`src/sv/fmmp_pkg.sv`:
```
// ----------------------------------------------------------------------------
// fmmp_pkg
// shared types and constants of the fibonacci matrix power unit
// ----------------------------------------------------------------------------
package fmmp_pkg;

  localparam int unsigned MOD_W = 31;   // modulus and residue width
  localparam int unsigned IN_W  = 32;   // exponent port width
  localparam int unsigned CNT_W = 5;    // counts MOD_W multiplier steps

  localparam logic [MOD_W-1:0] MODULUS_RESET = 31'd111539786;
  localparam logic [CNT_W-1:0] CNT_LAST      = CNT_W'(MOD_W - 1);

  typedef enum logic [2:0] {
    ST_IDLE,
    ST_BIT,
    ST_OPND,
    ST_MUL,
    ST_TERM,
    ST_COMMIT
  } state_t;

  // which matrix product is in flight
  typedef enum logic {
    OP_MUL,   // s = p * s
    OP_SQR    // p = p * p
  } op_t;

  function automatic logic [MOD_W-1:0] sel4(input logic [1:0] idx,
                                            input logic [MOD_W-1:0] v0,
                                            input logic [MOD_W-1:0] v1,
                                            input logic [MOD_W-1:0] v2,
                                            input logic [MOD_W-1:0] v3);
    logic [MOD_W-1:0] r;
    unique case (idx)
      2'd0:    r = v0;
      2'd1:    r = v1;
      2'd2:    r = v2;
      default: r = v3;
    endcase
    return r;
  endfunction

endpackage

```
`src/sv/fibonacci_mod_matrix_power_unit.sv`:
```
// ----------------------------------------------------------------------------
// fibonacci_mod_matrix_power_unit
// F(n+1) mod m as the lower-right entry of [[0,1],[1,1]]^n
// ----------------------------------------------------------------------------
// usage
//   input: pulse start with in_exponent while busy is low; the transfer
//   happens at that edge and busy rises on the next cycle
//   result: out_strobe is high for exactly one cycle with out_fib_value;
//   the receiver cannot stall, so the result is simply taken there
//   config: cfg_valid/cfg_ready write the 31-bit modulus; cfg_ready is
//   high while the unit is idle and start is low
// datapath
//   one bit-serial modular multiplier, with an operand load step before
//   and an accumulate step after each product, is shared by all products;
//   one 2x2 matrix product is 8 of them
//   with L = index of the highest set exponent bit plus one and k = its
//   popcount, an item takes L - 1 + k matrix products;
//   n = 0 needs none
//   one item at a time: busy stays high until the result strobe
// reset
//   rst_n is synchronous; it returns to idle, drops the strobe and loads
//   the modulus reset value
// ----------------------------------------------------------------------------
module fibonacci_mod_matrix_power_unit
  import fmmp_pkg::*;
#(
  parameter int unsigned EXP_BITS = 32
) (
  input  logic             clk,
  input  logic             rst_n,
  // input channel
  input  logic             start,
  output logic             busy,
  input  logic [IN_W-1:0]  in_exponent,
  // result channel
  output logic             out_strobe,
  output logic [MOD_W-1:0] out_fib_value,
  // configuration channel
  input  logic             cfg_valid,
  output logic             cfg_ready,
  input  logic [MOD_W-1:0] cfg_data
);

  // control state
  state_t           state_r, state_nxt;
  op_t              op_r, op_nxt;
  logic [1:0]       ent_r, ent_nxt;      // matrix entry being built
  logic             term_r, term_nxt;    // which product of the dot
  logic [CNT_W-1:0] cnt_r, cnt_nxt;      // multiplier bit step
  logic             out_strobe_r, out_strobe_nxt;
  logic [MOD_W-1:0] modulus_r;

  // payload
  logic [EXP_BITS-1:0] exp_r, exp_nxt;
  logic [MOD_W-1:0]    p0_r, p1_r, p2_r, p3_r;
  logic [MOD_W-1:0]    s0_r, s1_r, s2_r, s3_r;
  logic [MOD_W-1:0]    t0_r, t1_r, t2_r, t3_r;
  logic [MOD_W-1:0]    mul_a_r, mul_b_r, acc_r, prod0_r;
  logic [MOD_W-1:0]    out_fib_value_r, out_fib_value_nxt;

  logic [MOD_W-1:0] one_mod;       // 1 % m for m >= 1
  logic [MOD_W-1:0] opnd_x, opnd_y;
  logic [MOD_W:0]   dbl, dbl_red, add, add_red;
  logic [MOD_W:0]   sum, sum_red;
  logic             accepted;

  assign busy          = (state_r != ST_IDLE);
  // a modulus write never shares an edge with an input transfer
  assign cfg_ready     = ~busy & ~start;
  assign out_strobe    = out_strobe_r;
  assign out_fib_value = out_fib_value_r;
  assign accepted      = start & ~busy;

  assign one_mod = (modulus_r == MOD_W'(1)) ? '0 : MOD_W'(1);

  // operand pick: x is always p, y is s for the multiply step, p for squaring
  // entry (r,c) = x[r,0]*y[0,c] + x[r,1]*y[1,c]
  always_comb begin
    opnd_x = sel4({ent_r[1], term_r}, p0_r, p1_r, p2_r, p3_r);
    if (op_r == OP_MUL) begin
      opnd_y = sel4({term_r, ent_r[0]}, s0_r, s1_r, s2_r, s3_r);
    end else begin
      opnd_y = sel4({term_r, ent_r[0]}, p0_r, p1_r, p2_r, p3_r);
    end
  end

  // shared multiplier step: acc = (2*acc + bit*a) mod m, msb of b first
  always_comb begin
    dbl     = {acc_r, 1'b0};
    dbl_red = (dbl >= {1'b0, modulus_r}) ? dbl - {1'b0, modulus_r} : dbl;
    add     = dbl_red + (mul_b_r[MOD_W-1] ? {1'b0, mul_a_r} : '0);
    add_red = (add >= {1'b0, modulus_r}) ? add - {1'b0, modulus_r} : add;
  end

  // modular sum of the two products of one entry
  always_comb begin
    sum     = {1'b0, prod0_r} + {1'b0, acc_r};
    sum_red = (sum >= {1'b0, modulus_r}) ? sum - {1'b0, modulus_r} : sum;
  end

  // sequencer
  always_comb begin
    state_nxt         = state_r;
    op_nxt            = op_r;
    ent_nxt           = ent_r;
    term_nxt          = term_r;
    cnt_nxt           = cnt_r;
    exp_nxt           = exp_r;
    out_strobe_nxt    = 1'b0;
    out_fib_value_nxt = out_fib_value_r;
    unique case (state_r)
      ST_IDLE: begin
        if (accepted) begin
          exp_nxt   = EXP_BITS'(in_exponent);
          state_nxt = ST_BIT;
        end
      end
      ST_BIT: begin
        ent_nxt  = 2'd0;
        term_nxt = 1'b0;
        if (exp_r == '0) begin
          // no modulus means no reduction: result is zero
          out_strobe_nxt    = 1'b1;
          out_fib_value_nxt = (modulus_r == '0) ? '0 : s3_r;
          state_nxt         = ST_IDLE;
        end else begin
          op_nxt    = exp_r[0] ? OP_MUL : OP_SQR;
          state_nxt = ST_OPND;
        end
      end
      ST_OPND: begin
        cnt_nxt   = '0;
        state_nxt = ST_MUL;
      end
      ST_MUL: begin
        cnt_nxt = cnt_r + CNT_W'(1);
        if (cnt_r == CNT_LAST) begin
          state_nxt = ST_TERM;
        end
      end
      ST_TERM: begin
        if (!term_r) begin
          term_nxt  = 1'b1;
          state_nxt = ST_OPND;
        end else begin
          term_nxt = 1'b0;
          if (ent_r == 2'd3) begin
            state_nxt = ST_COMMIT;
          end else begin
            ent_nxt   = ent_r + 2'd1;
            state_nxt = ST_OPND;
          end
        end
      end
      ST_COMMIT: begin
        ent_nxt  = 2'd0;
        term_nxt = 1'b0;
        if (op_r == OP_MUL && (exp_r >> 1) != '0) begin
          op_nxt    = OP_SQR;
          state_nxt = ST_OPND;
        end else begin
          // squaring done, or last set bit: the final squaring is not needed
          exp_nxt   = exp_r >> 1;
          state_nxt = ST_BIT;
        end
      end
      default: begin
        state_nxt = ST_IDLE;
      end
    endcase
  end

  // control registers
  always_ff @(posedge clk) begin
    if (!rst_n) begin
      state_r      <= ST_IDLE;
      out_strobe_r <= 1'b0;
      modulus_r    <= MODULUS_RESET;
    end else begin
      state_r      <= state_nxt;
      out_strobe_r <= out_strobe_nxt;
      if (cfg_valid && cfg_ready) begin
        modulus_r <= cfg_data;
      end
    end
  end

  // datapath registers
  always_ff @(posedge clk) begin
    op_r            <= op_nxt;
    ent_r           <= ent_nxt;
    term_r          <= term_nxt;
    cnt_r           <= cnt_nxt;
    exp_r           <= exp_nxt;
    out_fib_value_r <= out_fib_value_nxt;

    if (accepted) begin
      // p = Q, s = identity, both reduced
      p0_r <= '0;
      p1_r <= one_mod;
      p2_r <= one_mod;
      p3_r <= one_mod;
      s0_r <= one_mod;
      s1_r <= '0;
      s2_r <= '0;
      s3_r <= one_mod;
    end

    if (state_r == ST_OPND) begin
      mul_a_r <= opnd_x;
      mul_b_r <= opnd_y;
      acc_r   <= '0;
    end

    if (state_r == ST_MUL) begin
      acc_r   <= add_red[MOD_W-1:0];
      mul_b_r <= {mul_b_r[MOD_W-2:0], 1'b0};
    end

    if (state_r == ST_TERM) begin
      if (!term_r) begin
        prod0_r <= acc_r;
      end else begin
        unique case (ent_r)
          2'd0:    t0_r <= sum_red[MOD_W-1:0];
          2'd1:    t1_r <= sum_red[MOD_W-1:0];
          2'd2:    t2_r <= sum_red[MOD_W-1:0];
          default: t3_r <= sum_red[MOD_W-1:0];
        endcase
      end
    end

    if (state_r == ST_COMMIT) begin
      if (op_r == OP_MUL) begin
        s0_r <= t0_r;
        s1_r <= t1_r;
        s2_r <= t2_r;
        s3_r <= t3_r;
      end else begin
        p0_r <= t0_r;
        p1_r <= t1_r;
        p2_r <= t2_r;
        p3_r <= t3_r;
      end
    end
  end

endmodule

```
`config.mk`:
```
export PLATFORM = sky130hd
export DESIGN_NAME = fibonacci_mod_matrix_power_unit
export DESIGN_NICKNAME = d
export VERILOG_FILES = /design/src/sv/fmmp_pkg.sv /design/src/sv/fibonacci_mod_matrix_power_unit.sv
export SDC_FILE = /design/constraint.sdc
export NUM_CORES = 1
export LEC_CHECK = 0
export BUFFER_PORTS_ARGS = -buffer_cell sky130_fd_sc_hd__buf_2
export CELL_PAD_IN_SITES_DETAIL_PLACEMENT = 1
export CELL_PAD_IN_SITES_GLOBAL_PLACEMENT = 1
export CORE_MARGIN = 2
export CORE_UTILIZATION = 39
export DETAILED_ROUTE_END_ITERATION = 7
export PLACE_DENSITY = 0.75
export SLEW_MARGIN = 20
export SYNTH_ARGS = -nofsm -noshare
export SYNTH_HDL_FRONTEND = slang
export SYNTH_SLANG_ARGS = --single-unit
```
`constraint.sdc`:
```
create_clock -name clk -period 10.65 [get_ports clk]
set_input_delay 2.6625 -clock clk [delete_from_list [all_inputs] [get_ports clk]]
set_output_delay 2.6625 -clock clk [all_outputs]
set_load 0.005 [all_outputs]
```
# == Yosys cells after proc, flatten, opt, wreduce, memory -nomap -nowiden ==
# Cells that the tools add are included.
# W data, S select, Z words.
# word_totals
regBits,603
input_bits,67
output_inout_bits,34
wordCells,149
# op_classes
add_sub_neg,7
magnitude_cmp,3
n_eq_ne,21
muxes,58
n_bitwise,7
reduce_logical,27
# ops
operator,n
$mux W31,32
$pmux W31 S3,3
$ge A32 B31 Y1,3
$mux W32,3
$pmux W32 S2,1
$sub A31 B31 Y31,2
$add A31 B31 Y32,1
$add A32 B31 Y32,1
$logic_not A32 Y1,1
$reduce_bool A32 Y1,1
$sub A32 B31 Y32,1
$eq A31 B1 Y1 const B,1
$logic_not A31 Y1,1
$reduce_and A3 Y1,7
$pmux W3 S6,1
$ne A2 B2 Y1 const B,7
$mux W3,4
$pmux W5 S2,1
$eq A2 B2 Y1 const B,4
$mux W2,4
$reduce_and A2 Y1,4
$reduce_bool A2 Y1,4
$eq A2 B1 Y1 const B,3
$eq A3 B2 Y1 const B,2
16 further kinds,31

# == Logic depth before layout (Yosys ltp) ==
# Gate-level depths: netlist of run 1.
# logic_depth
ltp_word,6
ltp_mapped,36
depth_no_buf,33

# == Least setup slack after synthesis of run 1 ==
# OpenSTA, ideal clock, no wires.
# synth_path
kind,reg2reg
startpoint,reg modulus_r[0]
endpoint,reg acc_r[11] (data pin)
arrival_ns,6.651
required_time_ns,10.388
path_slack_ns,3.736
path_stages_with_launch,35
path_buffers,4
cell_sequence,dfxtp_1 -> inv_1 -> fa_1 -> a21o_1 -> a31oi_1 -> nor3_1 -> o311a_1 -> o21ai_1 -> nand2_1 -> clkbuf_1 -> clkbuf_1 -> a21oi_1 -> ha_1 -> a21o_1 -> or3_1 -> o21ai_0 -> a21oi_1 -> a21bo_2 -> a21oi_1 -> o21bai_1 -> a21oi_1 -> xnor2_1 -> ha_1 -> o21ai_0 -> nor2b_1 -> o41ai_1 -> a31oi_1 -> o21ai_0 -> a21oi_1 -> o21ai_1 -> or2_2 -> clkbuf_1 -> clkbuf_1 -> o2111ai_1 -> o21ai_1
# synth_via
elab_chain_len,6
elab_cells_between_ends,8
cone_classes,add/sub: 3; order compare: 2; mux: 3
# synth_lines
element,line,source
from (decl),fibonacci_mod_matrix_power_unit.sv:51,logic [MOD_W-1:0] modulus_r;
from (signal assigned),fibonacci_mod_matrix_power_unit.sv:183,modulus_r <= cfg_data;
$sub A32 B31 Y32 or $ge A32 B31 Y1 (tied branches),fibonacci_mod_matrix_power_unit.sv:90,"dbl_red = (dbl >= {1'b0, modulus_r}) ? dbl - {1'b0, modulus_r} : dbl;"
$mux W32,fibonacci_mod_matrix_power_unit.sv:90,
$add A32 B31 Y32,fibonacci_mod_matrix_power_unit.sv:91,"add = dbl_red + (mul_b_r[MOD_W-1] ? {1'b0, mul_a_r} : '0);"
$sub A31 B31 Y31 or $ge A32 B31 Y1 (tied branches),fibonacci_mod_matrix_power_unit.sv:92,"add_red = (add >= {1'b0, modulus_r}) ? add - {1'b0, modulus_r} : add;"
$mux W31 (*),fibonacci_mod_matrix_power_unit.sv:92,
$mux W31 (*),fibonacci_mod_matrix_power_unit.sv:215,if (state_r == ST_MUL) begin
to (signal assigned),fibonacci_mod_matrix_power_unit.sv:216,acc_r <= add_red[MOD_W-1:0];
to (decl),fibonacci_mod_matrix_power_unit.sv:58,"logic [MOD_W-1:0] mul_a_r, mul_b_r, acc_r, prod0_r;"
# Every way passes the cells marked *; elsewhere a longest branch is shown, timed or not.
# A chain may end at the register's enable or synchronous reset.

# == Final worst setup path of run 1 ==
# layout_path
startpoint,reg acc_r[9]
endpoint,reg acc_r[13] (data pin)
# layout_via
elab_chain_len,6
elab_cells_between_ends,8
cone_classes,add/sub: 3; order compare: 2; mux: 3
# layout_lines
element,line
$sub A32 B31 Y32 or $ge A32 B31 Y1 (tied branches),fibonacci_mod_matrix_power_unit.sv:90
$mux W32 (*),fibonacci_mod_matrix_power_unit.sv:90
$add A32 B31 Y32 (*),fibonacci_mod_matrix_power_unit.sv:91
$sub A31 B31 Y31 or $ge A32 B31 Y1 (tied branches),fibonacci_mod_matrix_power_unit.sv:92
$mux W31 (*),fibonacci_mod_matrix_power_unit.sv:92
$mux W31 (*),fibonacci_mod_matrix_power_unit.sv:215
# Marked as above.

==> results.ini, run 1 <==
[logic_synthesis]
synth_top_area_share_pct=30.6
yosys.area.top_type=edfxtp_1
ys_seq_area_share_pct=48.7
yosys_warnings=0
netlist_instances=2775
synth.mux.area_fraction_pct=9.54
postSynth.asyncResetShare_pct=0
synth_edf_count=319
synth_fa_ha_area_share_pct=6.79
synth_compound_area_share_pct=18.3
avgSynthCellArea_um2=11.3
synth_top_family_by_area=compound AO/OA/AOI/OAI gates
syn_nets=3009
synth_area_leaders=edfxtp_1, dfxtp_1, a22o_1
synth_xor_area_share_pct=3.83
synth-main-ff-cell=edfxtp_1
ys_types=74
synthSimpleGateAreaFrac_pct=9.94
syn_area_um2=31300
ys_seq_elements=603

[hold_path]
min_from=s1_r[27]
hold_end=s1_r[27]
hold_class=register to register
hold_depth=1

[global_route]
globalRouteOverflowTotal=0
first_global_vias=24962
grt_max_degree=84
track_usage_pct=23.9
antenna_found_initial=4
grt_first_pass_wirelength_um=153000

[finish]
largest_register_ffs=32
layout_commonest_cell=edfxtp_1
diodes=0
regMostFlops=exp_r
area_delta_synth_final_pct=12.2
nets=3065
drive_above_1_share_pct=14.4
mostFrequentLayoutCells=edfxtp_1, dfxtp_1, a22o_1, nor2_1, a21oi_1
fillers=8423

[cts]
cts_sinks=603
post-cts-setup-buffers=0
cts_max_level=3
clockBufferDepth=3
cts_tree=built
ctsRootBufferMaster=clkbuf_16
clk_latency_ns=0.64
clk_pin_slew_ns=0.06
cts_resized=0
cts_made_buffers=67
hold_buffers=0

[route]
drc=0
routed_via_density=6.03
drt-initial-drc-count=1787
first_pass_iters=5
via_count=23725
drt-total-wl_um=99100
routedWlPerCell_um=25.2
detail-route-antenna-nets=0

[sta]
finalClockSkew_ns=0.0386
hold_viol_final=0
period_share_pct=78.3
setup-tns-final_ns=0
tightest_slew_ns=1.07
period_minus_slack_ns=8.34
setup_viol=0
slew_headroom_pct=28.0
final_max_slew_viol_count=0
rsz0062_at_grt=no
max_freq_ghz=0.120

[die]
io_pins=101
core_um2=79300
initial_utilization_pct=39.5
die_y_um=287
rows=103
die_x_um=287
dieArea_um2=82600

[placement]
place.gp.congestion=0.896
dpl.hpwl_um=69300
port_buffers=100

[run_status]
status=finished, final reports clean

[critical_path]
slowest_delay_ns=0.65
start_kind=register
r2r_end=acc_r[13]
rr_startpoint=acc_r[9]
cp.required_ns=10.98
rr_worst_depth=30
crit_fanout=38
endpoint_kind=register
worstSetupPathType=register to register
slowest_stage=nor2_2
worstPathArrival_ns=8.67
crit_top_cell=a21oi_1
ff2ff_setup_slack_ns=2.31

[run]
drv_cap=0

[pwr]
p_per_area_nw_per_um2=262
power_leakage_nw=13.3
power.total_w=0.00919
ir_drop_mv=0.119

layout make-up:
type	count	area, um^2	area share, %
sequential	603	15300	43.5
multi-input combinational	1940	15200	43.4
clock buffer	95	1840	5.24
tap	1050	1310	3.74
timing repair buffer	134	788	2.24
clock inverter	29	358	1.02
inverter	85	319	0.908
worst max-delay path: cells and delay by family, from the launching register on:
| kind | cells | cell delay [ns] |
|---|---|---|
| AO/OA/AOI/OAI | 16 | 2.58 |
| XOR/XNOR | 1 | 0.27 |
| adder cells (fa/ha/maj) | 3 | 1.20 |
| buffers and inverters | 1 | 0.44 |
| flip-flops | 1 | 0.50 |
| multiplexers | 1 | 0.39 |
| AND/OR/NAND/NOR | 8 | 2.66 |
routing by layer:
layer	share of wire (%)	global-route usage (%)	vias up
met2	47	39.2	699
met5	0.016	0	-
met1	45	33.1	12232
met4	2.8	7.33	2
met3	4.9	2.61	154
li1	-	-	10638
per-stage QoR:
step                setup slack [ns]  instances  instance area [um^2]  hold WS (ns)  util [%]
floorplan                       3.74       2775                 31300         0.437         -
global placement                2.58       3810                 32900         0.451      41.5
detailed placement              2.39       3811                 32900         0.450      41.5
CTS                             2.35       3935                 35100         0.473      44.3
global route                    1.59       3936                 35100         0.485      44.3
finish                          2.31       3936                 35100         0.470      44.3
Yosys cell counts, types with 10 or more instances:
cell / count
nand3_1: 37
or3_1: 10
mux2_2: 49
o211ai_1: 33
nand4_1: 33
ha_1: 162
edfxtp_1: 319
xor2_1: 45
o21ai_1: 26
mux4_2: 93
nand2b_1: 19
mux2i_1: 34
o31ai_1: 12
and3_1: 11
dfxtp_1: 284
xnor2_1: 90
a21boi_0: 20
o21bai_1: 21
o21a_1: 14
nor4_1: 16
nor3_1: 44
o21ai_0: 88
a211oi_1: 21
nor2b_1: 43
a21oi_1: 190
buf_1: 19
inv_1: 85
a22o_1: 246
nand2_1: 171
nor2_1: 195
and2_1: 48
a31oi_1: 13
clkbuf_1: 123
a21o_1: 53
worst max path at each step:
| stage | start | endpoint | cells after the start |
|---|---|---|---|
| 6_report | acc_r[9] | acc_r[13] | 30 |
| 2_1_floorplan | modulus_r[0] | acc_r[11] | 34 |
| 3_5_place_dp | modulus_r[0] | acc_r[13] | 31 |
| 4_1_cts | modulus_r[0] | acc_r[13] | 31 |
| 3_3_place_gp | modulus_r[1] | acc_r[9] | 31 |
| 5_1_grt | modulus_r[0] | acc_r[9] | 31 |
kinds of logic after synthesis:
family,count (synthesis)
compound gates,807
buf+inv,232
xor+xnor,136
fa+ha+maj,167
mux,176
simple gates,654
flops,603
power breakdown:
part | internal (W) | leakage, nW | switching (W)
clock network | 0.00131 | 1.05 | 0.00102
logic | 0.00142 | 6.99 | 0.00263
registers | 0.00273 | 5.25 | 0.0000836
total | 0.00546 | 13.3 | 0.00373
(Power assumes the default switching activity.)
==> run 2: changes to the inputs <==
Clock period 10.65 ns to 8.1 ns, I/O delays scaled along.
==> run 2 against run 1 <==
Die area stayed put. Count of clock-buffer cells in the layout is 2 lower. Fmax is 8.9% higher. Via count is 0.69% higher. Highest routed layer is now met4. Largest power group unchanged. Global-route usage is 0.41 points higher. Worst hold slack better by 0.0020 ns. Utilization is 0.79 points higher.
==> results.ini, run 2 (same netlist as run 1, synthesis figures left out) <==
[finish]
mostFrequentLayoutCells=edfxtp_1, dfxtp_1, a22o_1, nor2_1, a21oi_1
multi_input_area_um2=15300  ; +0.48%
seqCellArea_um2=15300  ; unchanged
nets=3137  ; +2.3%
largest_register_ffs=32  ; unchanged
regMostFlops=exp_r
layout_commonest_cell=edfxtp_1
fillers=8431  ; +0.095%
drive_above_1_share_pct=17.2  ; +2.7 points
area_delta_synth_final_pct=14.2

[global_route]
grt_first_pass_wirelength_um=155000  ; +1.5%
antenna_found_initial=1  ; -3
grt_util_met3_pct=2.90  ; +0.29 points
grtUsageMet1_pct=34.0  ; +0.84 points
globalRouteOverflowTotal=0  ; unchanged
grt_max_degree=88  ; +4.8%
first_global_vias=25021  ; +0.24%
met2_usage_pct=39.5  ; +0.31 points
gr-max-usage-layer=met2
track_usage_pct=24.3  ; +0.41 points

[cts]
clk_latency_ns=0.62  ; -0.02 ns
post-cts-setup-buffers=0  ; unchanged
cts_made_buffers=70  ; +4.5%
cts_max_level=3  ; unchanged
clk_pin_slew_ns=0.06  ; about the same
hold_buffers=0  ; unchanged
clockBufferDepth=3  ; unchanged
cts_sinks=603  ; unchanged
cts_tree=built
ctsRootBufferMaster=clkbuf_16

[route]
routedWlPerCell_um=25.2  ; about the same
via_count=23888  ; +0.69%
drc=0  ; unchanged
drt-initial-drc-count=1826  ; +2.2%
drt-total-wl_um=101000  ; +1.9%
first_pass_iters=5  ; unchanged
detail-route-antenna-nets=0  ; unchanged
routed_via_density=5.95  ; -1.2%

[die]
rows=103  ; unchanged
core_um2=79300  ; unchanged
die_x_um=287  ; unchanged
dieArea_um2=82600  ; unchanged
io_pins=101  ; unchanged
initial_utilization_pct=39.5  ; unchanged
die_y_um=287  ; unchanged

[sta]
timing.hold.ws_ns=0.472  ; +0.00202 ns
final_max_slew_viol_count=0  ; unchanged
tightest_slew_ns=1.16  ; +0.0871 ns
fin_ws_ns=0.447  ; -1.87 ns
max_freq_ghz=0.131  ; +8.9%
finalClockSkew_ns=0.0280  ; -0.0106 ns
period_share_pct=94.5  ; +16 points
setup-tns-final_ns=0  ; unchanged
setup_viol=0  ; unchanged
period_minus_slack_ns=7.65  ; -0.684 ns
hold_viol_final=0  ; unchanged
slew_headroom_pct=22.9  ; -5.1 points
rsz0062_at_grt=no

[run]
drv_cap=0  ; unchanged

[critical_path]
worstSetupPathType=register to register
start_kind=register
cp.required_ns=8.46  ; -2.52 ns
endpoint_kind=register
rr_startpoint=modulus_r[4]
ff2ff_setup_slack_ns=0.45  ; -1.87 ns
timing.critical_path.from=modulus_r[4]
crit_fanout=15  ; -61%
worstPathArrival_ns=8.01  ; -0.66 ns
r2r_end=acc_r[11]
rr_worst_depth=27  ; -10%

[pwr]
power_leakage_nw=13.7  ; +2.9%
power.total_w=0.0125  ; +36%
ir_drop_mv=0.208  ; +74%
p_per_area_nw_per_um2=350  ; +34%

[placement]
dp_slack_ns=-0.0658  ; -2.45 ns
place.gp.congestion=0.951  ; +6.2%
port_buffers=100  ; unchanged
dpl.hpwl_um=71200  ; +2.8%

[hold_path]
hold_end=s1_r[23]
min_from=s1_r[23]
hold_class=register to register
hold_depth=1  ; unchanged

[run_status]
status=finished, final reports clean

[run 2: worst max-delay path, stage by stage (launching register included)]
cell	delay (ns)
dfxtp_1	0.36
inv_1	0.11
ha_1	0.34
a2111o_1	0.36
a31oi_1	0.25
nor3_1	0.16
o311a_1	0.38
o21ai_2	0.19
and2_1	0.23
mux2_2	0.37
ha_1	0.29
a211oi_1	0.26
o21ai_1	0.17
o2111ai_1	0.31
nand2_1	0.14
a31o_2	0.31
xor2_1	0.34
ha_1	0.40
a211o_1	0.35
a2111oi_2	0.41
or3_1	0.23
o21ai_1	0.13
a21oi_1	0.25
o21ai_2	0.13
or2_2	0.37
buf_4	0.24
o2111ai_1	0.22
o21ai_1	0.09
[run 2: per-layer routing]
metal	vias up	share of wire, %
li1	10812	-
met1	12263	45
met2	666	47
met3	147	5.1
met4	0	2.7
met5	-	0
[run 2: worst max-delay path by stage]
stage | to | slack [ns] | cells after the start
6_report | acc_r[11] | 0.45 | 27
5_1_grt | acc_r[1] | 0.05 | 33
4_1_cts | acc_r[9] | 0.08 | 29
3_5_place_dp | acc_r[25] | -0.07 | 26
3_3_place_gp | acc_r[14] | 0.18 | 28
2_1_floorplan | acc_r[11] | 1.19 | 34
[run 2: per-stage QoR]
stage / cell area [um^2] / util (%) / instances
final: 35800 / 45.1 / 4012
after CTS: 35700 / 45.0 / 4010
after floorplan: 31300 / - / 2775
after global placement: 33400 / 42.2 / 3881
after global routing: 35700 / 45.1 / 4010
after detailed placement: 33400 / 42.2 / 3881
[run 2: final cells by class]
| cell class | count | share of cell area, % |
|---|---|---|
| multi-input cells | 1940 | 42.8 |
| flip-flops and latches | 603 | 42.7 |
| clock buffers | 93 | 5.37 |
| well taps | 1050 | 3.67 |
| repair buffers | 203 | 3.56 |
| clock inverters | 36 | 0.948 |
| inverters | 85 | 0.892 |
| diodes | 2 | 0.0140 |
[run 2: repair_timing]
item                                    4_1_cts  5_1_grt
endpoints found under the setup margin       13       31
pin swaps                                     0        1
gates resized for setup                       2       15
hold endpoints to repair                      0        0
[run 2: power breakdown]
group / switching [W] / total, W / internal, W
Combinational: 0.00366 / 0.00574 / 0.00207
Clock: 0.00134 / 0.00311 / 0.00176
Sequential: 0.0000962 / 0.00368 / 0.00359
==> run 3: changes to the inputs <==
Settings changed: ABC_AREA set to 1, GPL_TIMING_DRIVEN set to 0, PLACE_DENSITY 0.75 to 0.79, TNS_END_PERCENT set to 20.
==> run 3 against run 2 <==
Non-clock buffer count grew 85. Setup slack gained 0.15 ns. Worst hold slack gained 0.0076 ns. Final area grew 8.0%. Via count grew 35%. Highest routed layer is now met5.
==> results.ini, run 3 <==
[pwr]
clockPowerShare_pct=21.6  ; -3.2 points
seq_power_share_pct=25.5  ; -3.9 points
ir_drop_mv=0.215  ; +3.6%
power_leakage_nw=16.5  ; +20%
power_switching_w=0.00727  ; +42%
power.total_w=0.0151  ; +20%
combinationalPowerShare_pct=52.9  ; +7.1 points
p_per_area_nw_per_um2=390  ; +11%
intPower_w=0.00780  ; +5.1%
swShare_pct=48.2  ; +7.5 points

[route]
drc=0  ; unchanged
wl_met1_um=57700  ; +26%
wl_met3_um=9460  ; +84%
met2_length_um=62700  ; +32%
first_pass_iters=5  ; unchanged
via_count=32241  ; +35%
routed_via_density=5.61  ; -5.8%
drt-initial-drc-count=2703  ; +48%
detail-route-antenna-nets=0  ; unchanged
top_layer_used=met5
routedWlPerCell_um=23.6  ; -6.4%
drt-total-wl_um=135000  ; +34%

[critical_path]
slowest_delay_ns=0.54  ; +0.13 ns
cp.required_ns=8.49  ; +0.03 ns
r2r_end=acc_r[21]
rr_startpoint=modulus_r[0]
start_kind=register
rr_worst_depth=41  ; +52%
crit_top_cell=nand2_1
slowest_stage=clkbuf_1
worstPathArrival_ns=7.89  ; -0.12 ns
worstSetupPathType=register to register
ff2ff_setup_slack_ns=0.60  ; +0.15 ns
endpoint_kind=register
crit_fanout=10  ; -5

[finish]
layout.cells.non_filler=5747  ; +43%
mostFrequentLayoutCells=nand2_1, inv_1, o21ai_0, nand3_1, edfxtp_1
layout_commonest_cell=nand2_1
seqCellArea_um2=15300  ; about the same
stdcell_area_um2=38600  ; +8.0%
drive_above_1_share_pct=6.01  ; -11 points
nets=4768  ; +52%
fillers=10838  ; +29%
regMostFlops=exp_r
multi_input_area_um2=15900  ; +3.9%
area_delta_synth_final_pct=13.3
largest_register_ffs=32  ; unchanged
post-route-util_pct=44.5  ; -0.58 points

[hold_path]
min_from=s2_r[27]
hold_depth=2  ; +1
hold_class=register to register
hold_end=s2_r[27]

[logic_synthesis]
synth-main-ff-cell=edfxtp_1
ys_seq_elements=603  ; unchanged
yosys.area.top_type=edfxtp_1
synth_area_leaders=edfxtp_1, dfxtp_1, nand2_1
synth_edf_count=319  ; unchanged
syn_nets=4589  ; +53%
synth_common_cells=nand2_1, inv_1, o21ai_0
post-synth-top-count-cell=nand2_1
postSynth.asyncResetShare_pct=0  ; unchanged
ys_seq_area_share_pct=44.8  ; -4.0 points
avgSynthCellArea_um2=7.83  ; -31%
synth_top_area_share_pct=28.1  ; -2.5 points
netlist_instances=4355  ; +57%
syn_area_um2=34100  ; +8.9%
ys_types=53  ; -28%
yosys_warnings=0  ; unchanged

[global_route]
track_usage_pct=29.8  ; +5.5 points
first_global_vias=32436  ; +30%
grt_first_pass_wirelength_um=202000  ; +30%
antenna_found_initial=4  ; +3
globalRouteOverflowTotal=0  ; unchanged
grt_max_degree=32  ; -64%

[die]
io_pins=101  ; unchanged
die_x_um=300  ; +4.3%
core_um2=86800  ; +9.5%
initial_utilization_pct=39.3  ; -0.22 points
dieArea_um2=89800  ; +8.7%
die_y_um=300  ; +4.3%
rows=108  ; +4.9%

[cts]
clk_latency_ns=0.64  ; +0.02 ns
cts_made_buffers=69  ; -1.4%
post-cts-setup-buffers=0  ; unchanged
cts_tree=built
hold_buffers=0  ; unchanged
cts_max_level=3  ; unchanged
ctsRootBufferMaster=clkbuf_16
cts_resized=0  ; -2
clk_pin_slew_ns=0.06  ; about the same
cts_sinks=603  ; unchanged
clockBufferDepth=3  ; unchanged

[run]
drv_cap=0  ; unchanged

[sta]
tightest_slew_ns=1.10  ; -0.0571 ns
rsz0062_at_grt=no
timing.hold.ws_ns=0.480  ; +0.00762 ns
slew_headroom_pct=26.7  ; +3.8 points
hold_viol_final=0  ; unchanged
period_share_pct=92.6  ; -1.9 points
setup_viol=0  ; unchanged
finalClockSkew_ns=0.0332  ; +0.00514 ns
max_freq_ghz=0.133  ; +2.1%
final_max_slew_viol_count=0  ; unchanged
period_minus_slack_ns=7.50  ; -0.154 ns

[placement]
port_buffers=99  ; -1.0%
dpl.hpwl_um=110000  ; +55%
dp.cells=5618  ; +45%
place.gp.congestion=0.981  ; +3.2%
placed_area_um2=36300  ; +8.6%

[run_status]
status=finished, final reports clean

run 3: cell families (layout without fill, tap and decap cells):
logic type	count (synthesis)	count (layout)	share of synthesized area [%]
other	0	1	0
adder cells (fa/ha/maj)	167	167	6.24
buffers and inverters	782	1018	8.77
XOR/XNOR	122	122	3.13
AND/OR/NAND/NOR	1808	1808	22.5
flip-flops	603	603	44.8
AO/OA/AOI/OAI	873	873	14.6
run 3: critical path: cells and delay by family (launching register included):
| kind | cells | cell delay [ns] |
|---|---|---|
| AO/OA/AOI/OAI | 3 | 0.78 |
| adder cells (fa/ha/maj) | 3 | 1.31 |
| buffers and inverters | 7 | 1.44 |
| flip-flops | 1 | 0.47 |
| AND/OR/NAND/NOR | 28 | 3.27 |
run 3: layout make-up:
| class | count | area share (%) |
|---|---|---|
| well taps | 1155 | 3.74 |
| multi-input cells | 2970 | 41.2 |
| repair buffers | 108 | 1.75 |
| diodes | 1 | 0.00648 |
| inverters | 602 | 5.85 |
| clock buffers | 100 | 5.12 |
| plain buffers | 180 | 1.89 |
| clock inverters | 28 | 0.952 |
| flip-flops and latches | 603 | 39.5 |
run 3: how the worst max path moves through the flow:
stage	end	from
finish	acc_r[21]	modulus_r[0]
global route	acc_r[6]	modulus_r[0]
CTS	acc_r[22]	modulus_r[0]
detailed placement	acc_r[25]	modulus_r[0]
global placement	mul_b_r[30]	state_r[1]
floorplan	acc_r[29]	modulus_r[0]
run 3: metal layers:
metal / up-vias / global-route usage [%]
li1: 14994 / -
met1: 15797 / 39.4
met2: 1187 / 49.7
met3: 259 / 3.95
met4: 4 / 11.2
met5: - / 0
run 3: power groups by stage:
stage               sequential, W  combinational (W)  clock [W]
CTS                       0.00384            0.00779    0.00327
floorplan                 0.00383            0.00511          0
detailed placement        0.00390            0.00772          0
finish                    0.00384            0.00798    0.00325
global route              0.00386            0.00868    0.00338
global placement          0.00391            0.00758          0
run 3: through the flow:
stage	worst slack, ns	TNS, ns
after global routing	0.0613	0
after CTS	0.749	0
after floorplan	2.87	0
after detailed placement	0.742	0
final	0.601	0
after global placement	-0.712	-23.31
